<file path="config.mk">
export PLATFORM = sky130hd
export DESIGN_NAME = bitmap_frame_allocator_unit
export DESIGN_NICKNAME = d
export VERILOG_FILES = /design/src/design/bfa_pkg.sv /design/src/design/bitmap_frame_allocator_unit.sv
export SDC_FILE = /design/constraint.sdc
export NUM_CORES = 2
export LEC_CHECK = 0
export BUFFER_PORTS_ARGS = -buffer_cell sky130_fd_sc_hd__buf_2
export CORE_ASPECT_RATIO = 1.1
export CORE_MARGIN = 2
export CORE_UTILIZATION = 35
export DETAILED_ROUTE_END_ITERATION = 7
export RECOVER_POWER = 25
export SLEW_MARGIN = 20
export SYNTH_ARGS = -nofsm -noshare
export SYNTH_HDL_FRONTEND = slang
export SYNTH_SLANG_ARGS = --single-unit
</file>
<file path="constraint.sdc">
create_clock -name clk -period 3.2 [get_ports clk]
set_input_delay 0.48 -clock clk [delete_from_list [all_inputs] [get_ports clk]]
set_output_delay 0.48 -clock clk [all_outputs]
set_load 0.01 [all_outputs]
</file>
<file path="src/design/bfa_pkg.sv">
// Shared types and constants for the bitmap frame allocator.
// Holds the operation codes, sequencer states and the word-scan helper functions.
// No dependencies.
package bfa_pkg;

    localparam int NUM_WORDS = 32;
    localparam int WORD_BITS = 32;
    localparam int WIDX_W    = $clog2(NUM_WORDS);
    localparam int BOFF_W    = $clog2(WORD_BITS);
    localparam int POS_W     = WIDX_W + BOFF_W;

    typedef logic [WORD_BITS-1:0] word_t;
    typedef logic [WIDX_W-1:0]    widx_t;
    typedef logic [BOFF_W-1:0]    boff_t;
    typedef logic [POS_W-1:0]     pos_t;

    typedef enum logic [2:0] {
        OP_SET_BIT   = 3'd0,
        OP_CLEAR_BIT = 3'd1,
        OP_FIND_BIT  = 3'd2,
        OP_FIND_PAIR = 3'd3,
        OP_CLEAR_ALL = 3'd4,
        OP_READ_WORD = 3'd5
    } op_t;

    typedef enum logic [1:0] {
        ST_IDLE = 2'd0,
        ST_SCAN = 2'd1,
        ST_DONE = 2'd2
    } state_t;

    localparam widx_t LAST_WORD  = widx_t'(NUM_WORDS - 1);
    localparam boff_t LAST_OFFST = boff_t'(WORD_BITS - 1);

    // Offset (counted from the most significant bit) of the highest set bit.
    function automatic boff_t first_from_msb(input word_t m);
        boff_t off;
        off = '0;
        for (int i = 0; i < WORD_BITS; i++) begin
            if (m[i]) begin
                off = boff_t'(WORD_BITS - 1 - i);
            end
        end
        return off;
    endfunction

    // A bit is set where that map bit and the next lower-numbered-significance
    // bit (the next map position) are both free.
    function automatic word_t pair_mask(input word_t free_bits);
        return {free_bits[WORD_BITS-1:1] & free_bits[WORD_BITS-2:0], 1'b0};
    endfunction

endpackage

</file>
<file path="src/design/bitmap_frame_allocator_unit.sv">
// Bitmap frame allocator top level: occupancy map, scan sequencer and stream ports.
// Depends on bfa_pkg.
//
// Usage:
// One request beat enters on the s_axis group and produces exactly one response
// beat on the m_axis group. A request sets or clears one map bit, clears the
// whole map, reads one map word, or searches for the lowest free bit or the
// lowest free pair of adjacent bits (a pair may straddle two words).
// Searches only report; they never mark the bit as used.
// Set, clear, clear-all and read pass through the done state to the response
// register; a search first passes through the scan state, since the single word
// examiner walks the map one word per cycle from word 0 and stops at the first
// hit. A new request is taken once the previous one has moved to the output
// register, so a request is not taken before the last one has left the sequencer.
// A response waiting in the output register does not block the next request;
// if the receiver stalls longer, the finished result waits in the sequencer
// and s_axis_tready stays low until the output register frees up.
// Reset clears the whole map to free, empties the output register and returns
// the sequencer to idle.
module bitmap_frame_allocator_unit
    import bfa_pkg::*;
(
    input  logic        clk,
    input  logic        rst_n,
    input  logic        s_axis_tvalid,
    output logic        s_axis_tready,
    // [2:0] operation, [12:3] bit_index, [17:13] word_index, [23:18] zero
    input  logic [23:0] s_axis_tdata,
    output logic        m_axis_tvalid,
    input  logic        m_axis_tready,
    // [0] found, [10:1] position, [42:11] word_data, [47:43] zero
    output logic [47:0] m_axis_tdata
);

    word_t  map_reg [NUM_WORDS];

    state_t state_reg, state_next;
    op_t    op_reg, op_next;
    widx_t  idx_reg, idx_next;
    logic   prev_free_reg, prev_free_next;
    logic   res_found_reg, res_found_next;
    pos_t   res_pos_reg, res_pos_next;
    word_t  res_data_reg, res_data_next;

    logic   out_valid_reg, out_valid_next;
    logic   out_found_reg, out_found_next;
    pos_t   out_pos_reg, out_pos_next;
    word_t  out_data_reg, out_data_next;

    logic   s_fire;
    logic   m_fire;
    logic   out_load;
    op_t    in_op;
    pos_t   in_bit;
    widx_t  in_word;
    word_t  scan_free;
    word_t  scan_pairs;
    word_t  scan_hits;

    assign in_op   = op_t'(s_axis_tdata[2:0]);
    assign in_bit  = s_axis_tdata[12:3];
    assign in_word = s_axis_tdata[17:13];

    assign s_axis_tready = (state_reg == ST_IDLE);
    assign s_fire        = s_axis_tvalid && s_axis_tready;
    assign m_fire        = m_axis_tvalid && m_axis_tready;

    assign m_axis_tvalid = out_valid_reg;
    assign m_axis_tdata  = {5'd0, out_data_reg, out_pos_reg, out_found_reg};

    // The one word examiner shared by both searches.
    assign scan_free  = ~map_reg[idx_reg];
    assign scan_pairs = pair_mask(scan_free);
    assign scan_hits  = (op_reg == OP_FIND_PAIR) ? scan_pairs : scan_free;

    // Map storage: single-bit writes and clear-all happen in the request cycle.
    always_ff @(posedge clk or negedge rst_n)
    begin
        if (!rst_n)
        begin
            for (int w = 0; w < NUM_WORDS; w++)
            begin
                map_reg[w] <= '0;
            end
        end
        else if (s_fire)
        begin
            case (in_op)
                OP_SET_BIT:
                begin
                    map_reg[in_bit[POS_W-1:BOFF_W]][LAST_OFFST - in_bit[BOFF_W-1:0]] <= 1'b1;
                end
                OP_CLEAR_BIT:
                begin
                    map_reg[in_bit[POS_W-1:BOFF_W]][LAST_OFFST - in_bit[BOFF_W-1:0]] <= 1'b0;
                end
                OP_CLEAR_ALL:
                begin
                    for (int w = 0; w < NUM_WORDS; w++)
                    begin
                        map_reg[w] <= '0;
                    end
                end
                default:
                begin
                end
            endcase
        end
    end

    always_ff @(posedge clk or negedge rst_n)
    begin
        if (!rst_n)
        begin
            state_reg     <= ST_IDLE;
            op_reg        <= OP_SET_BIT;
            idx_reg       <= '0;
            prev_free_reg <= 1'b0;
            out_valid_reg <= 1'b0;
        end
        else
        begin
            state_reg     <= state_next;
            op_reg        <= op_next;
            idx_reg       <= idx_next;
            prev_free_reg <= prev_free_next;
            out_valid_reg <= out_valid_next;
        end
    end

    always_ff @(posedge clk)
    begin
        res_found_reg <= res_found_next;
        res_pos_reg   <= res_pos_next;
        res_data_reg  <= res_data_next;
        out_found_reg <= out_found_next;
        out_pos_reg   <= out_pos_next;
        out_data_reg  <= out_data_next;
    end

    always_comb
    begin
        state_next     = state_reg;
        op_next        = op_reg;
        idx_next       = idx_reg;
        prev_free_next = prev_free_reg;
        res_found_next = res_found_reg;
        res_pos_next   = res_pos_reg;
        res_data_next  = res_data_reg;
        out_load       = 1'b0;

        unique case (state_reg)
            ST_IDLE:
            begin
                if (s_fire)
                begin
                    op_next        = in_op;
                    idx_next       = '0;
                    prev_free_next = 1'b0;
                    res_found_next = 1'b0;
                    res_pos_next   = '0;
                    res_data_next  = '0;
                    case (in_op) inside
                        OP_FIND_BIT, OP_FIND_PAIR:
                        begin
                            state_next = ST_SCAN;
                        end
                        OP_READ_WORD:
                        begin
                            res_data_next = map_reg[in_word];
                            state_next    = ST_DONE;
                        end
                        default:
                        begin
                            state_next = ST_DONE;
                        end
                    endcase
                end
            end
            ST_SCAN:
            begin
                // A pair that straddles the previous word and this one is the
                // lowest candidate, so it is checked before pairs inside the word.
                if (op_reg == OP_FIND_PAIR && prev_free_reg && scan_free[WORD_BITS-1])
                begin
                    res_found_next = 1'b1;
                    res_pos_next   = {idx_reg - widx_t'(1), LAST_OFFST};
                    state_next     = ST_DONE;
                end
                else if (|scan_hits)
                begin
                    res_found_next = 1'b1;
                    res_pos_next   = {idx_reg, first_from_msb(scan_hits)};
                    state_next     = ST_DONE;
                end
                else if (idx_reg == LAST_WORD)
                begin
                    state_next = ST_DONE;
                end
                else
                begin
                    idx_next       = idx_reg + widx_t'(1);
                    prev_free_next = scan_free[0];
                end
            end
            ST_DONE:
            begin
                if (!out_valid_reg || m_axis_tready)
                begin
                    out_load   = 1'b1;
                    state_next = ST_IDLE;
                end
            end
            default:
            begin
                state_next = ST_IDLE;
            end
        endcase
    end

    // Output register: loads a finished result when empty or being drained.
    always_comb
    begin
        out_valid_next = out_valid_reg;
        out_found_next = out_found_reg;
        out_pos_next   = out_pos_reg;
        out_data_next  = out_data_reg;
        if (out_load)
        begin
            out_valid_next = 1'b1;
            out_found_next = res_found_reg;
            out_pos_next   = res_pos_reg;
            out_data_next  = res_data_reg;
        end
        else if (m_fire)
        begin
            out_valid_next = 1'b0;
        end
    end

`ifndef ASSERT_OFF
    // Only one request is in flight, so the port closes right after a beat.
    assert property (@(posedge clk) disable iff (!rst_n) s_fire |=> !s_axis_tready)
        else $error("request taken while another was in flight");

    // A miss or a non-search response carries position zero.
    assert property (@(posedge clk) disable iff (!rst_n)
        (m_axis_tvalid && !out_found_reg) |-> (out_pos_reg == '0))
        else $error("position nonzero without a hit");

    // A search hit never carries word data.
    assert property (@(posedge clk) disable iff (!rst_n)
        (m_axis_tvalid && out_found_reg) |-> (out_data_reg == '0))
        else $error("word data on a search response");

    // Clear-all has emptied the first and last map words by the cycle after the request.
    assert property (@(posedge clk) disable iff (!rst_n)
        (s_fire && in_op == OP_CLEAR_ALL) |=>
            (map_reg[0] == '0 && map_reg[NUM_WORDS-1] == '0))
        else $error("map not cleared");
`endif

endmodule
</file>
Word level (Yosys, flattened, before mapping) --
Cells that the tools add are included.
Cells by class: $add $sub $neg 3, $lt $le $gt $ge 6, eq/ne operators 16, muxes and demuxes 72, bitwise gates (word level) 9, reduce and logical (&&, ||, !) cells 21
Operator list (count):
- 1024-bit one-hot mux with 3 select lines | 1
- 1024-bit AND | 1
- 1024-bit NOT | 1
- 1024-bit OR | 1
- 32-bit binary-select mux with 5-bit select | 2
- 32-bit two-way mux | 6
- 5-bit two-way mux | 36
- 32-bit demux with 5-bit select | 1
- 32-bit NOT | 1
- 32-bit OR reduction | 1
- 31-bit AND | 1
- 10-bit two-way mux | 3
- 10-bit one-hot mux with 2 select lines | 1
- 6-bit >= comparator (second input constant) | 3
- 5-bit NOT with 6-bit output | 3
- 2-bit two-way mux | 6
- 1-bit two-way mux | 11
- 5-bit one-hot mux with 2 select lines | 1
- 3-bit by 2-bit == test with 1-bit output (second input constant) | 3
- 2-bit inequality test (second input constant) | 4
- 3-bit == test (second input constant) | 2
- 1-bit logical AND | 6
- 5-bit by 6-bit less-than comparator with 1-bit output (second input constant) | 1
- 6-bit by 1-bit less-than comparator with 1-bit output (second input constant) | 1
- other kinds (26) | 30
Storage, ports and cells: bits in registers 1122, output and inout port bits 50, word-level logic and storage cells 170

Depth between registers and ports, before layout --
depth in word-level cells 42, mapped depth 16, mapped depth without buffers 10

Worst setup path before layout --
OpenSTA, ideal clock, no wires.
path kind flip-flop to flip-flop, start register idx_reg[0], end register res_found_reg (enable), library setup time 0.345 ns, arrival 3.081 ns, slack -0.226 ns, stages on the path, launching flop included 13, buffers on the path 3, cell sequence dfrtp_1 -> buf_6 -> buf_12 -> buf_4 -> mux4_2 -> a22o_1 -> o31ai_1 -> a2111oi_0 -> nor3_1 -> nor4_4 -> nand3b_1 -> nand2_1 -> nand2_1
On the way: cells in the longest elaborated chain, start to end 10, elaborated cells between the ends (all ways) 11, classes of those cells 1 x eq/ne; 4 x mux; 3 x bitwise; 3 x reduce/logical
RTL lines:
- start, declared | line bitmap_frame_allocator_unit.sv:39 | widx_t idx_reg, idx_next;
- start signal, assigned | line bitmap_frame_allocator_unit.sv:125 | idx_reg <= idx_next;
- 5-bit NOT with 6-bit output (not written as such) (*) | line bitmap_frame_allocator_unit.sv:72 | assign scan_free = ~map_reg[idx_reg];
- 32-bit binary-select mux with 5-bit select (*) | line bitmap_frame_allocator_unit.sv:72
- 32-bit two-way mux (not written as such) (*) (2 in series) | line bitmap_frame_allocator_unit.sv:72
- 32-bit NOT (*) | line bitmap_frame_allocator_unit.sv:72
- 31-bit AND | line bfa_pkg.sv:50 | return {free_bits[WORD_BITS-1:1] & free_bits[WORD_BITS-2:0], 1'b0};
- 32-bit two-way mux | line bitmap_frame_allocator_unit.sv:74 | assign scan_hits = (op_reg == OP_FIND_PAIR) ? scan_pairs : scan_free;
- 32-bit OR reduction | line bitmap_frame_allocator_unit.sv:190 | else if (|scan_hits)
- 3-bit inequality test (no line) (*)
- 3-bit AND reduction (no line) (*)
- end signal, assigned | line bitmap_frame_allocator_unit.sv:133 | res_found_reg <= res_found_next;
- end, declared | line bitmap_frame_allocator_unit.sv:41 | logic res_found_reg, res_found_next;
Mark *: on every way between the ends. The rest lies on a longest branch, timed or not. The select of a mux whose other input is x is not followed. A chain may end at the register's enable or synchronous reset.

Worst setup path after layout --
start register idx_reg[0], end register res_pos_reg[1] (enable)
On the way: cells in the longest elaborated chain, start to end 10, elaborated cells between the ends (all ways) 11, classes of those cells 1 x eq/ne; 4 x mux; 3 x bitwise; 3 x reduce/logical
RTL lines:
- 5-bit NOT with 6-bit output (not written as such) (*) | line bitmap_frame_allocator_unit.sv:72
- 32-bit binary-select mux with 5-bit select (*) | line bitmap_frame_allocator_unit.sv:72
- 32-bit two-way mux (not written as such) (*) (2 in series) | line bitmap_frame_allocator_unit.sv:72
- 32-bit NOT (*) | line bitmap_frame_allocator_unit.sv:72
- 31-bit AND | line bfa_pkg.sv:50
- 32-bit two-way mux | line bitmap_frame_allocator_unit.sv:74
- 32-bit OR reduction | line bitmap_frame_allocator_unit.sv:190
- 3-bit inequality test (no line) (*)
- 3-bit AND reduction (no line) (*)
- end signal, assigned | line bitmap_frame_allocator_unit.sv:134 | res_pos_reg <= res_pos_next;
- end, declared | line bitmap_frame_allocator_unit.sv:42 | pos_t res_pos_reg, res_pos_next;
Marked as above.

==> impl_metrics.ini <==
[status]
run_status = finished, violations left
failed_checks = capacitance limit, slew limit, setup timing

[die]
core_um2 = 184200
top_level_ports = 78
die_area_um2 = 189200
initial_core_util_pct = 35.30
row_count = 165
die_height_um = 456.0
chipWidth_um = 414.9

[placement]
io_buffers = 66
gp_congestion = 1.007
hpwlAfterDp_um = 186100
detailedPlace.worstSlack_ns = -0.8929

[sta]
layout_setup_ws_ns = -0.6117
slew-limit-headroom_pct = -16.91
hold_viol_final = 0
report.final.setup_viol = 29
clock.fmax_mhz = 262.3
final.setup_skew_ns = 0.04831
tns_ns = -14.33
min_period_over_period_pct = 119.1
fin_crit_ns = 3.812
worst_slew_pin_slew_ns = 1.754
grt_setup_unrepaired = true
finalMaxSlewViolations = 47

[final_layout]
syn_to_final_growth_pct = 20.50
final_net_count = 6683
filler_cell_count = 17330
largest_register_ff_count = 1024
drive_gt1_share_pct = 25.72

[clocking]
cts-buffers-inserted = 119
cts.sink_count = 1122
cts-root-to-sink-buffers = 3
h-tree-depth = 3
clkTransAtPathRegs_ns = 0.07
worstSkewPairLatency_ns = 0.83
tritoncts_clock_tree = built
clockRootBuffer = clkbuf_16

[detailed_routing]
wl_met3_um = 46250
route.top_layer_used = met5
drc = 0
post_drt_wl_per_cell_um = 34.36
drt_first_pass_iters = 8
postRouteAntennaNets = 0
drt_wl_total_um = 316100
met2WireLength_um = 132500
vias_per_cell = 6.892
via_count = 63400
wl_met1_um = 107700
drtIter0Drc = 10420

[power_and_ir_drop]
power.switching_fraction_pct = 27.73
max-vdd-ir-drop_uv = 458.7
p_leak_nw = 31.50
power.sequential.fraction_pct = 44.8
power.net_switching_mw = 9.258
ratio_of_total_power_to_cell_area_nw_per_um2 = 426.2
combinationalPowerShare_pct = 10.1
clkPwrFrac_pct = 45.1
p_int_mw = 24.12

[yosys]
yosys-top-cells-area = dfrtp_1 40%, mux4_2 16%, o21ai_0 16%
netlist.top_cell.by_area = dfrtp_1
syn-mean-instance-area_um2 = 9.957
yosys_most_used_dff = dfrtp_1
yosys-top-cells-count = 2076 x o21ai_0, 1083 x a21oi_1, 1036 x dfrtp_1, 715 x clkbuf_1, 463 x mux4_2
sequential_cell_area_fraction_in_the_yosys_report_pct = 43.85
most_used_standard_cell_by_instance_count_after_synthesis = o21ai_0
synth.ff_latch_count = 1122
synth_area_um2 = 65010
area_share_of_the_leading_cell_type_in_the_synthesized_netlist_pct = 39.88
synth.distinct_cells = 79
syn_inst = 6529
yosysWarnings = 0
async_reset_ff_share_pct = 92.34
synth-edff-count = 86

[setup_path]
worstPathArrival_ns = 4.32
cp.required_ns = 3.71
critPathMostFrequentCell = buf_4
crit_path_start_kind = flip-flop
critPathKind = flip-flop to flip-flop
path_buf_inv = 7
critical_path.cell_chain = buf_12 > buf_16 > buf_16 > buf_12 > mux4_2 > a22oi_2 > nand4_1 > buf_4 > and2_4 > o211ai_1 > buf_4 > a2111oi_4 > buf_4 > nand3b_1 > nand2_2 > nand2_4
path_delay_family = buffers and inverters
cp_max_fo = 8
worst_path_max_delay_cell = mux4_2
max_stage_delay_ns = 0.52
cp-end-kind = flip-flop

[global_routing]
grt_first_pass_wirelength_um = 446500
largest_net_degree_at_the_start_of_global_routing = 204
grt_total_usage_pct = 32.28
initial_antenna_violation_count = 26
first_global_vias = 59900
grt.overflow.total = 0

[hold_path]
timing.hold.worst.class = primary input to flip-flop

[flow_run]
drv_cap = 1
logic make-up after synthesis:
group / after synthesis / synth area share (%)
AND/OR/NAND/NOR: 463 / 3.320
AO/OA/AOI/OAI: 3366 / 26.88
XOR/XNOR: 5 / 0.06736
multiplexers: 730 / 20.32
buffers and inverters: 839 / 5.505
flip-flops: 1122 / 43.85
adder cells (fa/ha/maj): 3 / 0.05775
other: 1 / 0.005768
power by group through the flow:
| stage | clock, mW | sequential, mW | combinational, mW |
|---|---|---|---|
| 3_3_place_gp | 0 | 15.2 | 3.24 |
| 6_report | 15.0 | 15.0 | 3.38 |
| 4_1_cts | 15.0 | 15.0 | 3.30 |
| 5_1_grt | 15.6 | 15.0 | 3.50 |
| 3_5_place_dp | 0 | 15.2 | 3.27 |
| 2_1_floorplan | 0 | 15.3 | 1.40 |
cell type report:
class	count	area, µm²	area share (%)
tap	2421	3029	3.867
multi-input combinational	4573	34060	43.48
sequential	1122	28520	36.41
antenna	22	55.05	0.07028
clock buffer	149	3242	4.139
timing repair buffer	821	8507	10.86
clock inverter	77	860.8	1.099
inverter	15	60.06	0.07667
cells in the final DEF, fill, tap and decap left out, types with 49 or more instances in the layout:
cell / n
dfrtp_1: 1031
a21oi_1: 1068
buf_2: 62
mux2i_1: 235
o21ai_0: 2069
nand2_1: 109
edfxtp_1: 86
buf_4: 518
nand3_1: 49
nor2_1: 74
buf_12: 159
mux4_2: 463
a22oi_1: 94
clkbuf_16: 124
metrics by stage:
step           hold slack (ns)  std cells  util [%]  power [mW]  instance area, µm²
6_report               0.05835       9200     42.54       33.38               78330
5_1_grt                0.08055       9186     42.52       34.08               78300
4_1_cts                0.04960       9131     42.10       33.28               77530
3_5_place_dp            0.4062       8840     39.23       18.49               72240
3_3_place_gp            0.4014       8840     39.23       18.45               72240
2_1_floorplan           0.1844       6533         -       16.65               65050
repair_timing:
item | CTS | global route
hold buffers | 3 | 0
setup buffers | 55 | 46
hold endpoints to repair | 35 | 0
gates resized for setup | 123 | 106
gates cloned | 7 | 4
setup endpoints to repair | 29 | 29
pin swaps | 48 | 64
worst register-to-register path: cells and delay by family, from the launching register on:
kind,cells,cell delay (ns)
multiplexers,1,0.52
buffers and inverters,7,1.25
AO/OA/AOI/OAI,3,0.51
AND/OR/NAND/NOR,5,0.77
flip-flops,1,0.46
layer usage:
metal,global-route usage (%),up-vias
li1,-,24890
met1,40.05,31410
met2,46.12,5551
met3,11.14,1530
met4,24.51,18
met5,0.1265,-
path summary, 6_finish.rpt:
kind	startpoint	endpoint	slack, ns	cells after the start
max in group asynchronous	rst_n	map_reg[733]$_DFFE_PN0P_	0.26	4
min in group asynchronous	rst_n	map_reg[548]$_DFFE_PN0P_	0.70	2
worst max-delay path	idx_reg[0]$_DFFE_PN0P_	res_pos_reg[1]$_SDFFCE_PN0P_	-0.61	16
worst min register to register	res_data_reg[3]$_SDFFCE_PP0P_	out_data_reg[3]$_DFFE_PP_	0.41	0
worst min-delay path	s_axis_tdata[0]	op_reg[0]$_DFFE_PN0P_	0.06	2
worst max register to register	idx_reg[0]$_DFFE_PN0P_	res_pos_reg[1]$_SDFFCE_PN0P_	-0.61	16
Note: power is estimated with default switching activity, not from simulation.
